--- config.mk ---
export PLATFORM = sky130hd
export DESIGN_NAME = greedy_word_wrap_layout
export DESIGN_NICKNAME = d
export VERILOG_FILES = /design/src/hw/rtl/gww_pkg.sv /design/src/hw/rtl/gww_ctrl.sv /design/src/hw/rtl/gww_datapath.sv /design/src/hw/rtl/greedy_word_wrap_layout.sv
export SDC_FILE = /design/constraint.sdc
export NUM_CORES = 1
export LEC_CHECK = 0
export ABC_AREA = 1
export BUFFER_PORTS_ARGS = -buffer_cell sky130_fd_sc_hd__clkbuf_2
export CAP_MARGIN = 40
export CORE_ASPECT_RATIO = 1.2
export CORE_UTILIZATION = 50
export CTS_BUF_LIST = sky130_fd_sc_hd__clkbuf_4
export DETAILED_ROUTE_END_ITERATION = 6
export PLACE_DENSITY = 0.65
export SLEW_MARGIN = 5
export SYNTH_ARGS = -nofsm -noshare
export SYNTH_HDL_FRONTEND = slang
export SYNTH_SLANG_ARGS = --single-unit
--- constraint.sdc ---
create_clock -name aclk -period 8.15 [get_ports aclk]
set_clock_uncertainty 0.2 [all_clocks]
set_input_delay 1.2225 -clock aclk [delete_from_list [all_inputs] [get_ports aclk]]
set_output_delay 1.2225 -clock aclk [all_outputs]
set_load 0.02 [all_outputs]
--- src/hw/rtl/gww_pkg.sv ---
// Shared types and constants of the greedy word-wrap layout block.
// Item payload structs, the controller/datapath command and status bundles.
// No dependencies.
package gww_pkg;

    // Default depth of the line store, in columns
    localparam int MAX_WIDTH_DEF = 64;

    // Input item: opcode plus one colored glyph
    typedef struct packed {
        logic       opcode;
        logic [7:0] glyph_char;
        logic [7:0] glyph_color;
    } in_item_t;

    // Result item: one glyph of an emitted line, or an empty-line marker
    typedef struct packed {
        logic [7:0] out_char;
        logic [7:0] out_color;
        logic       has_glyph;
        logic       line_last;
    } out_item_t;

    // Opcodes
    localparam logic OP_GLYPH = 1'b0;
    localparam logic OP_FLUSH = 1'b1;

    // What an accepted item asks of the line
    typedef enum logic [1:0] {
        ACT_NONE  = 2'd0,
        ACT_CLOSE = 2'd1,
        ACT_MOVE  = 2'd2
    } action_t;

    // Controller to datapath
    typedef struct packed {
        logic accept;      // take the item on the input channel
        logic emit_rd;     // read line store at the emit index
        logic emit_load;   // load the output register from the read data
        logic mark_load;   // load an empty-line marker into the output register
        logic copy_start;  // clear the index before the word move
        logic copy_rd;     // read the word source entry
        logic copy_wr;     // write the moved entry to its new place
    } gww_cmd_t;

    // Datapath to controller
    typedef struct packed {
        action_t act;        // action of the item now on the input channel
        logic    emit_zero;  // line to emit holds no glyph
        logic    emit_last;  // emit index is on the final glyph
        logic    is_move;    // a word move follows the emission
        logic    copy_done;  // all word entries moved
        logic    out_free;   // output register can take an item
    } gww_status_t;

endpackage

--- src/hw/rtl/gww_ctrl.sv ---
// Controller of the greedy word-wrap layout block: accept, emit, word-move sequencing.
// Depends on gww_pkg.
module gww_ctrl
    import gww_pkg::*;
(
    input  logic        aclk,
    input  logic        aresetn,
    input  logic        s_valid,
    output logic        s_ready,
    input  gww_status_t status,
    output gww_cmd_t    cmd
);

    typedef enum logic [5:0] {
        S_IDLE    = 6'b000001,
        S_EMIT_RD = 6'b000010,
        S_EMIT_LD = 6'b000100,
        S_MARK    = 6'b001000,
        S_COPY_RD = 6'b010000,
        S_COPY_WR = 6'b100000
    } state_t;

    state_t state_reg;
    state_t state_next;

    // Only one item is in the works at a time
    assign s_ready = (state_reg == S_IDLE);

    // Next state and commands
    always_comb begin
        state_next = state_reg;
        cmd        = '0;
        case (state_reg)
            S_IDLE: begin
                if (s_valid) begin
                    cmd.accept = 1'b1;
                    if (status.act != ACT_NONE) begin
                        state_next = S_EMIT_RD;
                    end
                end
            end
            S_EMIT_RD: begin
                if (status.emit_zero) begin
                    state_next = S_MARK;
                end else begin
                    cmd.emit_rd = 1'b1;
                    state_next  = S_EMIT_LD;
                end
            end
            S_EMIT_LD: begin
                if (status.out_free) begin
                    cmd.emit_load = 1'b1;
                    if (status.emit_last) begin
                        if (status.is_move) begin
                            cmd.copy_start = 1'b1;
                            state_next     = S_COPY_RD;
                        end else begin
                            state_next = S_IDLE;
                        end
                    end else begin
                        state_next = S_EMIT_RD;
                    end
                end
            end
            S_MARK: begin
                if (status.out_free) begin
                    cmd.mark_load = 1'b1;
                    if (status.is_move) begin
                        cmd.copy_start = 1'b1;
                        state_next     = S_COPY_RD;
                    end else begin
                        state_next = S_IDLE;
                    end
                end
            end
            S_COPY_RD: begin
                if (status.copy_done) begin
                    state_next = S_IDLE;
                end else begin
                    cmd.copy_rd = 1'b1;
                    state_next  = S_COPY_WR;
                end
            end
            S_COPY_WR: begin
                cmd.copy_wr = 1'b1;
                state_next  = S_COPY_RD;
            end
            default: begin
                state_next = S_IDLE;
            end
        endcase
    end

    // State register
    always_ff @(posedge aclk) begin
        if (!aresetn) begin
            state_reg <= S_IDLE;
        end else begin
            state_reg <= state_next;
        end
    end

endmodule

--- src/hw/rtl/gww_datapath.sv ---
// Datapath of the greedy word-wrap layout block: line store, layout registers,
// placement decision and output register. Depends on gww_pkg.
module gww_datapath
    import gww_pkg::*;
#(
    parameter int MAX_WIDTH = MAX_WIDTH_DEF
) (
    input  logic        aclk,
    input  logic        aresetn,
    input  logic        cfg_wr_en,
    input  logic [6:0]  cfg_wr_data,
    input  in_item_t    s_item,
    input  gww_cmd_t    cmd,
    output gww_status_t status,
    input  logic        m_ready,
    output logic        m_valid,
    output out_item_t   m_item
);

    localparam int AW = (MAX_WIDTH > 1) ? $clog2(MAX_WIDTH) : 1;
    localparam int CW = $clog2(MAX_WIDTH + 1);

    localparam logic [CW-1:0] WIDTH_MIN = CW'(2);
    localparam logic [CW-1:0] WIDTH_MAX = CW'(MAX_WIDTH);
    localparam logic [6:0]    CFG_MIN   = 7'd2;
    localparam logic [6:0]    CFG_MAX   = 7'(MAX_WIDTH);
    localparam logic [7:0]    CHAR_NL   = 8'h0A;
    localparam logic [7:0]    CHAR_SP   = 8'h20;
    localparam logic [7:0]    CHAR_TAB  = 8'h09;
    localparam logic [7:0]    CHAR_CR   = 8'h0D;

    typedef enum logic [1:0] {
        MODE_START   = 2'd0,
        MODE_FIRST   = 2'd1,
        MODE_BETWEEN = 2'd2,
        MODE_PROBE   = 2'd3
    } layout_mode_t;

    function automatic logic is_blank(input logic [7:0] c);
        return (c == CHAR_SP) || (c >= CHAR_TAB && c <= CHAR_CR);
    endfunction

    // Line store, color in the high byte
    logic [15:0] line_store [MAX_WIDTH];
    logic [15:0] rdata_reg;

    logic [CW-1:0] width_reg,    width_next;
    logic [CW-1:0] fill_reg,     fill_next;
    logic [CW-1:0] mark_reg,     mark_next;
    layout_mode_t  mode_reg,     mode_next;
    logic [CW-1:0] emit_n_reg,   emit_n_next;
    logic [CW-1:0] base_reg,     base_next;
    logic [CW-1:0] copy_len_reg, copy_len_next;
    logic [CW-1:0] k_reg,        k_next;
    logic          is_move_reg,  is_move_next;
    logic          m_valid_reg,  m_valid_next;
    out_item_t     m_item_reg,   m_item_next;

    // Placement decision signals
    logic          blank;
    logic          null_glyph;
    logic          put_ok;
    logic [CW-1:0] put_fill;
    logic          full_put;
    logic          do_put;
    logic [CW-1:0] fill_after;
    action_t       act;
    layout_mode_t  mode_acc;
    logic [CW-1:0] mark_acc;
    logic [CW-1:0] mark_sel;
    logic [CW-1:0] mark_cut;
    logic [CW-1:0] move_raw;
    logic [CW-1:0] move_len;
    logic [CW-1:0] width_cfg;

    // Memory port signals
    logic          wr_en;
    logic [AW-1:0] wr_addr;
    logic [15:0]   wr_data;
    logic          rd_en;
    logic [AW-1:0] rd_addr;
    logic [CW:0]   src_sum;
    logic [CW:0]   k_inc;
    logic          emit_last;
    logic          out_free;

    // Where the accepted glyph goes and what it does to the line
    always_comb begin
        blank      = is_blank(s_item.glyph_char);
        null_glyph = (s_item.glyph_char == 8'h00) && (s_item.glyph_color == 8'h00);
        put_ok     = (fill_reg < width_reg);
        put_fill   = put_ok ? fill_reg + CW'(1) : fill_reg;
        full_put   = (put_fill >= width_reg);
        do_put     = 1'b0;
        act        = ACT_NONE;
        mode_acc   = mode_reg;
        mark_acc   = mark_reg;
        mark_sel   = mark_reg;
        if (s_item.opcode == OP_FLUSH) begin
            act = ACT_CLOSE;
        end else if (null_glyph) begin
            act = ACT_NONE;
        end else if (s_item.glyph_char == CHAR_NL) begin
            act = ACT_CLOSE;
        end else begin
            case (mode_reg)
                MODE_START: begin
                    if (!blank) begin
                        do_put   = 1'b1;
                        mode_acc = MODE_FIRST;
                    end
                end
                MODE_FIRST: begin
                    do_put = 1'b1;
                    if (full_put) begin
                        act = ACT_CLOSE;
                    end else if (blank) begin
                        mode_acc = MODE_BETWEEN;
                    end
                end
                MODE_BETWEEN: begin
                    do_put = 1'b1;
                    if (blank) begin
                        if (full_put) begin
                            act = ACT_CLOSE;
                        end
                    end else begin
                        mark_acc = fill_reg;
                        mark_sel = fill_reg;
                        if (full_put) begin
                            act = ACT_MOVE;
                        end else begin
                            mode_acc = MODE_PROBE;
                        end
                    end
                end
                MODE_PROBE: begin
                    do_put = 1'b1;
                    if (blank) begin
                        if (full_put) begin
                            act = ACT_CLOSE;
                        end else begin
                            mode_acc = MODE_BETWEEN;
                        end
                    end else if (full_put) begin
                        act = ACT_MOVE;
                    end
                end
                default: begin
                    mode_acc = MODE_START;
                end
            endcase
        end
        fill_after = do_put ? put_fill : fill_reg;
        mark_cut   = (mark_sel > fill_after) ? fill_after : mark_sel;
        move_raw   = fill_after - mark_cut;
        move_len   = (move_raw > width_reg) ? width_reg : move_raw;
    end

    // Written width, saturated into the legal range
    always_comb begin
        if (cfg_wr_data < CFG_MIN) begin
            width_cfg = WIDTH_MIN;
        end else if (cfg_wr_data > CFG_MAX) begin
            width_cfg = WIDTH_MAX;
        end else begin
            width_cfg = cfg_wr_data[CW-1:0];
        end
    end

    // Emit and copy index arithmetic
    assign k_inc     = {1'b0, k_reg} + (CW+1)'(1);
    assign emit_last = (k_inc == {1'b0, emit_n_reg});
    assign src_sum   = {1'b0, base_reg} + {1'b0, k_reg};
    assign out_free  = !m_valid_reg || m_ready;

    // Next values of the layout and sequencing registers
    always_comb begin
        width_next    = width_reg;
        fill_next     = fill_reg;
        mark_next     = mark_reg;
        mode_next     = mode_reg;
        emit_n_next   = emit_n_reg;
        base_next     = base_reg;
        copy_len_next = copy_len_reg;
        k_next        = k_reg;
        is_move_next  = is_move_reg;
        if (cfg_wr_en) begin
            width_next = width_cfg;
        end
        if (cmd.accept) begin
            mark_next     = mark_acc;
            base_next     = mark_cut;
            copy_len_next = move_len;
            is_move_next  = (act == ACT_MOVE);
            k_next        = '0;
            case (act)
                ACT_CLOSE: begin
                    emit_n_next = fill_after;
                    fill_next   = '0;
                    mode_next   = MODE_START;
                end
                ACT_MOVE: begin
                    emit_n_next = mark_cut;
                    fill_next   = move_len;
                    mode_next   = MODE_FIRST;
                end
                default: begin
                    fill_next = fill_after;
                    mode_next = mode_acc;
                end
            endcase
        end
        if (cmd.emit_load || cmd.copy_wr) begin
            k_next = k_inc[CW-1:0];
        end
        if (cmd.copy_start) begin
            k_next = '0;
        end
    end

    // Output register
    always_comb begin
        m_valid_next = m_valid_reg;
        m_item_next  = m_item_reg;
        if (cmd.emit_load) begin
            m_valid_next          = 1'b1;
            m_item_next.out_char  = rdata_reg[7:0];
            m_item_next.out_color = rdata_reg[15:8];
            m_item_next.has_glyph = 1'b1;
            m_item_next.line_last = emit_last;
        end else if (cmd.mark_load) begin
            m_valid_next          = 1'b1;
            m_item_next.out_char  = '0;
            m_item_next.out_color = '0;
            m_item_next.has_glyph = 1'b0;
            m_item_next.line_last = 1'b1;
        end else if (m_ready) begin
            m_valid_next = 1'b0;
        end
    end

    // Control registers
    always_ff @(posedge aclk) begin
        if (!aresetn) begin
            width_reg   <= WIDTH_MAX;
            fill_reg    <= '0;
            mode_reg    <= MODE_START;
            is_move_reg <= 1'b0;
            m_valid_reg <= 1'b0;
        end else begin
            width_reg   <= width_next;
            fill_reg    <= fill_next;
            mode_reg    <= mode_next;
            is_move_reg <= is_move_next;
            m_valid_reg <= m_valid_next;
        end
    end

    // Payload registers
    always_ff @(posedge aclk) begin
        mark_reg     <= mark_next;
        emit_n_reg   <= emit_n_next;
        base_reg     <= base_next;
        copy_len_reg <= copy_len_next;
        k_reg        <= k_next;
        m_item_reg   <= m_item_next;
    end

    // Line store ports: one write, one registered read
    assign wr_en   = (cmd.accept && do_put && put_ok) || cmd.copy_wr;
    assign wr_addr = cmd.copy_wr ? k_reg[AW-1:0] : fill_reg[AW-1:0];
    assign wr_data = cmd.copy_wr ? rdata_reg : {s_item.glyph_color, s_item.glyph_char};
    assign rd_en   = cmd.emit_rd || cmd.copy_rd;
    assign rd_addr = cmd.copy_rd ? src_sum[AW-1:0] : k_reg[AW-1:0];

    always_ff @(posedge aclk) begin
        if (wr_en) begin
            line_store[wr_addr] <= wr_data;
        end
        if (rd_en) begin
            rdata_reg <= line_store[rd_addr];
        end
    end

    // Status to the controller
    always_comb begin
        status.act       = act;
        status.emit_zero = (emit_n_reg == '0);
        status.emit_last = emit_last;
        status.is_move   = is_move_reg;
        status.copy_done = (k_reg >= copy_len_reg);
        status.out_free  = out_free;
    end

    assign m_valid = m_valid_reg;
    assign m_item  = m_item_reg;

endmodule

--- src/hw/rtl/greedy_word_wrap_layout.sv ---
// Top level of the greedy word-wrap layout block: joins controller and datapath.
// Depends on gww_pkg, gww_ctrl and gww_datapath.
//
//   channel   ports                          direction   carries
//   input     s_valid, s_ready, s_item       in          opcode and one colored glyph
//   result    m_valid, m_ready, m_item       out         glyph of a line or empty-line marker
//   config    cfg_wr_en, cfg_wr_data         in          line width, no handshake
//
// An item that places a glyph or is dropped is accepted without leaving the idle state.
// An item that closes a line is accepted, then each emitted glyph takes a registered read
// of the line store and a load of the output register; an empty line loads a marker.
// A word move then copies each moved glyph through the single line store read port.
// Stalls on m_ready hold the emission; the next item waits until the line is out and any
// word move is done. Reset is synchronous and active low; the line store needs no clearing.
module greedy_word_wrap_layout
    import gww_pkg::*;
#(
    parameter int MAX_WIDTH = MAX_WIDTH_DEF
) (
    input  logic       aclk,
    input  logic       aresetn,
    input  logic       cfg_wr_en,
    input  logic [6:0] cfg_wr_data,
    input  logic       s_valid,
    output logic       s_ready,
    input  in_item_t   s_item,
    output logic       m_valid,
    input  logic       m_ready,
    output out_item_t  m_item
);

    gww_cmd_t    cmd;
    gww_status_t status;

    gww_ctrl u_ctrl (
        .aclk    (aclk),
        .aresetn (aresetn),
        .s_valid (s_valid),
        .s_ready (s_ready),
        .status  (status),
        .cmd     (cmd)
    );

    gww_datapath #(
        .MAX_WIDTH (MAX_WIDTH)
    ) u_datapath (
        .aclk        (aclk),
        .aresetn     (aresetn),
        .cfg_wr_en   (cfg_wr_en),
        .cfg_wr_data (cfg_wr_data),
        .s_item      (s_item),
        .cmd         (cmd),
        .status      (status),
        .m_ready     (m_ready),
        .m_valid     (m_valid),
        .m_item      (m_item)
    );

endmodule
==> results of run 1 <==
-- power groups by stage --
stage	Sequential [mW]	Clock, mW	Combinational [mW]
after CTS	6.63	4.47	2.22
after detailed placement	6.75	0	2.21
after global placement	6.75	0	2.18
final	6.63	4.38	2.22
after floorplan	6.73	0	1.55
after global routing	6.64	4.75	2.49
-- worst register-to-register path, delay by kind of cell, from the launching register on --
| kind | cells | cell delay, ps |
|---|---|---|
| flip-flops | 1 | 520 |
| AND/OR/NAND/NOR | 22 | 3070 |
| adder cells (fa/ha/maj) | 5 | 1500 |
| XOR/XNOR | 1 | 190 |
| AO/OA/AOI/OAI | 7 | 1370 |
| buffers and inverters | 4 | 270 |
-- placed cells by master, fill, tap and decap left out, types with 6 or more instances in the layout --
cell type	n
clkbuf_2	48
o21ai_1	45
clkinv_1	52
o211ai_1	161
dfxtp_1	32
o21ai_4	17
inv_1	129
inv_2	13
clkbuf_4	390
or2_2	84
buf_4	104
ha_1	48
buf_12	6
nor3_1	6
edfxtp_1	1084
nand3_1	253
nor2_2	8
xor2_1	18
a31oi_1	8
nand2_1	191
o21ai_0	446
nor4_1	6
nor2_1	575
o221ai_1	176
nand4_1	15
a21oi_1	42
-- kinds of logic after synthesis --
logic type	count (synthesis)
xor gates and xnor gates	22
and+or+nand+nor	1152
AOI/OAI and AO/OA	913
DFF	1116
adders and majority gates	50
muxes	1
buffers and inverters	373
-- metrics by stage --
stage	hold WS [ps]	setup slack, ps
finish	170	915
global route	128	231
CTS	67.8	896
detailed placement	260	441
global placement	257	514
floorplan	244	1540
-- final cells by class --
class                      instances  area share (%)
tap                             1230            2.99
sequential                      1116            64.5
multi-input combinational       2138            22.8
clock inverter                    62           0.566
timing repair buffer             163            2.38
inverter                         142            1.06
clock buffer                     390            5.69
antenna                            4          0.0194
-- synthesized netlist by cell type (3+ instances only) --
cell	count
a21o_1	3
a21oi_1	42
a22oi_1	3
a31oi_1	8
and2_1	4
buf_1	13
buf_2	45
buf_4	4
buf_6	6
clkbuf_1	150
clkbuf_2	12
clkinv_1	3
dfxtp_1	32
edfxtp_1	1084
ha_1	48
inv_1	131
inv_2	8
nand2_1	191
nand3_1	253
nand4_1	15
nor2_1	581
nor2_2	3
nor3_1	6
nor4_1	6
o211ai_1	161
o21ai_0	462
o21ai_1	45
o21ai_2	6
o221ai_1	176
or2_2	84
xnor2_1	3
xor2_1	19
-- per-layer routing --
| layer | routed length [um] | vias to the layer above | part of all wire (%) | GRT usage, % |
|---|---|---|---|---|
| li1 | - | 14200 | - | - |
| met1 | 48600 | 15400 | 39 | 34.4 |
| met2 | 60900 | 1445 | 49 | 43.0 |
| met3 | 9860 | 244 | 7.9 | 4.95 |
| met4 | 4910 | 0 | 4.0 | 12.7 |
| met5 | 0 | - | 0 | 0 |
-- final timing paths --
kind,from,end,slack (ps)
min reg2reg,u_datapath.width_reg[4],u_datapath.width_reg[4],270
min,cfg_wr_data[5],u_datapath.width_reg[5],170
max reg2reg,u_datapath.fill_reg[4],u_datapath.fill_reg[3],920
max,u_datapath.fill_reg[4],u_datapath.fill_reg[3],920
==> reports/results.tsv, run 1 <==
metric	value	unit
slew_headroom	37.1	%
p_int	9.48	mW
place_inst	4789	
routabilityCongestion	0.876	
period_needed	7230	ps
areaGrowthSynthToFinish	11.3	%
yosysTopAreaCell	edfxtp_1	
postRouteAntennaNets	0	
clock_path_buffers	4	
hp-class	in2reg	
dp_hpwl	68.2	mm
first_pass_iters	5	
setup_viol	0	
maxSlewViolCount	0	
synth_seq_area_share	71.8	%
finalInstanceArea	51500	um2
antenna_found_initial	3	
drive_gt1_share	17.5	%
p_comb_share	16.8	%
multiInputGateArea	11800	um2
arrival	8050	ps
clk_pin_slew	60	ps
path_buf_inv	4	
io_buffers	48	
cts_tree	done	
ys_async_sr_fraction	0	%
synth-edff-count	1084	
clockPowerShare	33.1	%
synth_top_area_share	70.4	%
fin_cells	5245	
grt_pass1_wl	184	mm
initial_core_util	50.7	%
synth_mux_area_share	0.0243	%
synth_top_family_by_area	compound AO/OA/AOI/OAI gates	
postCtsHoldBufs	0	
die_width	280	um
synth_xor_area_share	0.417	%
synthesis.nets	3706	
synthSimpleGateAreaFrac	10.8	%
reg2reg_depth	39	
critical_path_peak_fanout	12	
cts_setup_buffers	0	
grt_overflow	0	
status	finished clean	
endpoint_kind	register	
clkLatencyLatePin	1140	ps
nNetsFinal	3926	
grt_use_total	26.5	%
via_per_inst	5.96	
placed_cell_area	48300	um2
ys_warn_count	0	
cap_viol_max_count	0	
drt_wl_total	124	mm
synthAdderAreaFrac	1.39	%
via_count	31200	
ys_seq_elements	1116	
largest_reg_flops	1024	
tightest_slew	933	ps
period_share	88.8	%
grt_start_max_net_pins	202	
dieArea	93700	um2
p_per_area	257	nW/um2
switching_share	28.3	%
power.total	13.2	mW
synth.area.top_cells	edfxtp_1 70%, o21ai_0 5.0%, nor2_1 4.7%, o221ai_1 3.3%, nand3_1 2.7%	
fill_cells	7525	
crit_top_cell	nand2_1	
rsz0062_at_grt	false	
io_pins	49	
cpLargestDelayFamily	simple AND/OR/NAND/NOR gates	
drc	0	
coreArea	91100	um2
power_leakage	17.4	nW
h-tree-depth	5	
cp_slowest_stage_delay	520	ps
ys_types	48	
clkSinkCount	1116	
tns	0	ps
synth_ff_type	edfxtp_1	
worst_ir_drop_vdd	0.000182	V
critical_path_class	reg2reg	
critPathSlowestCell	dfxtp_1	
final_core_util	56.5	%
syn_area	46300	um2
drt_iter0_drc	3403	
synth_area_per_cell	12.8	um2
synth_cells	3627	
hold_viol_final	0	
crit_cells	39	
row_count	121	
ff_latch_area	33200	um2
worstSetupStartpointType	register	
synth_compound_area_share	12.3	%
p_switching	3.75	mW
power_frac_seq	50.1	%
hold_depth	3	
grt_pass1_vias	30000	
ctsResizeCount	0	
avgRoutedWirePerCell	23.7	um
cts_buffers	286	
crit_required	8960	ps
clockRootBuffer	clkbuf_4	
die_h	335	um
fmax	138	MHz
Power figures use the tool's default switching activity.
==> inputs of run 2 (changes only) <==
- PLACE_DENSITY: 0.65 -> 0.74
==> reports/results.tsv, run 2 (synthesis gave the netlist of run 1 again) <==
metric	value	unit	change
final_cell_mix	1084 x edfxtp_1, 579 x nor2_1, 446 x o21ai_0, 380 x clkbuf_4, 253 x nand3_1		
cp_slowest_stage_delay	520	ps	about the same
drt_iter0_drc	4096		+20%
period_share	89.0	%	+0.22 points
initial_core_util	50.7	%	unchanged
cts_tree	done		
maxSlewViolCount	0		unchanged
crit_end	u_datapath.fill_reg[5]		
io_buffers	48		unchanged
ctsResizeCount	0		unchanged
coreArea	91100	um2	unchanged
final_core_util	56.3	%	-0.22 points
row_count	121		unchanged
via_count	31500		+0.78%
h-tree-depth	5		unchanged
crit_top_cell	nand2_1		
antenna_found_initial	4		+1
arrival	8070	ps	+20 ps
cap_viol_max_count	0		unchanged
clkLatencyLatePin	1140	ps	about the same
final_common_cell	edfxtp_1		
r2r_end	u_datapath.fill_reg[5]		
clk_pin_slew	80	ps	+20 ps
die_width	280	um	unchanged
period_needed	7250	ps	+18.1 ps
via_per_inst	6.03		+1.2%
hp-class	in2reg		
drive_gt1_share	17.2	%	-0.29 points
dieArea	93700	um2	unchanged
endpoint_kind	register		
fin_cells	5223		-0.42%
hold_viol_final	0		unchanged
power_leakage	17.3	nW	-0.50%
grt_pass1_vias	30200		+0.72%
critPathSlowestCell	dfxtp_1		
io_pins	49		unchanged
drc	0		unchanged
setup.worst_path.start	u_datapath.fill_reg[4]		
clockRootBuffer	clkbuf_4		
drt_wl_total	121	mm	-2.9%
setup_slack	897	ps	-18.1 ps
areaGrowthSynthToFinish	10.9	%	
die_h	335	um	unchanged
rsz0062_at_grt	false		
postRouteAntennaNets	0		unchanged
dp_hpwl	66.5	mm	-2.5%
avgRoutedWirePerCell	23.1	um	-2.5%
crit_required	8960	ps	about the same
critical_path_class	reg2reg		
grt_use_total	25.5	%	-1.0 points
status	finished clean		
hold_depth	3		unchanged
nNetsFinal	3921		-0.13%
worst_ir_drop_vdd	0.000284	V	+56%
r2r_slack	900	ps	-20 ps
worstReg2RegStart	u_datapath.fill_reg[4]		
tightest_slew	950	ps	+16.6 ps
postCtsHoldBufs	0		unchanged
dp_slack	540	ps	+99.4 ps
worstSetupStartpointType	register		
fmax	138	MHz	-0.25%
critical_path_peak_fanout	12		unchanged
place_inst	4792		+0.063%
cts_buffers	278		-2.8%
p_per_area	255	nW/um2	-0.74%
tns	0	ps	unchanged
largest_reg_flops	1024		unchanged
cts_setup_buffers	0		unchanged
grt_overflow	0		unchanged
first_pass_iters	6		+1
clock_path_buffers	4		unchanged
routabilityCongestion	0.899		+2.6%
grt_pass1_wl	178	mm	-3.0%
reg2reg_depth	40		+2.6%
setup_viol	0		unchanged
grt_start_max_net_pins	191		-5.4%
clkSinkCount	1116		unchanged
power.total	13.1	mW	-1.1%
slew_headroom	36.7	%	-0.45 points
run 2: stage by stage:
stage	hold WS [ps]	cell area, um2
5_1_grt	156	51300
3_5_place_dp	257	48200
3_3_place_gp	256	48200
4_1_cts	93.2	51300
6_report	206	51300
2_1_floorplan	244	46300
run 2: area by class of cell:
cell class              count  area (um2)
well taps                1230        1540
repair buffers            166        1200
clock inverters            49         219
diodes                      2        5.00
flip-flops and latches   1116       33200
inverters                 142         549
fillers                  7260       39800
clock buffers             380        2850
multi-input cells        2138       11700
run 2: worst min-delay path by stage:
stage | endpoint | slack, ps | from
6_report | u_datapath.width_reg[0] | 210 | cfg_wr_data[0]
2_1_floorplan | u_datapath.width_reg[2] | 240 | u_datapath.width_reg[2]
3_3_place_gp | u_datapath.width_reg[2] | 260 | u_datapath.width_reg[2]
4_1_cts | u_datapath.width_reg[0] | 90 | cfg_wr_data[0]
3_5_place_dp | u_datapath.width_reg[2] | 260 | u_datapath.width_reg[2]
5_1_grt | u_datapath.width_reg[0] | 160 | cfg_wr_data[0]
run 2: critical path: cells and delay by family (launching register included):
family | cells | cell delay [ps]
flops | 1 | 520
xor+xnor | 1 | 190
fa+ha+maj | 5 | 1580
simple gates | 22 | 3020
compound gates | 7 | 1340
buf+inv | 5 | 300
run 2: where the power goes:
part / switching [mW] / internal [mW]
clock: 2.09 / 2.16
combinational: 1.51 / 0.700
sequential: 0.0852 / 6.53
total: 3.68 / 9.40
run 2: layer usage:
metal | track usage [%] | up-vias | share of wire (%)
met5 | 0 | - | 0.011
li1 | - | 14100 | -
met4 | 13.5 | 2 | 4.6
met1 | 31.9 | 15300 | 37
met2 | 41.8 | 1792 | 49
met3 | 5.17 | 303 | 9.5
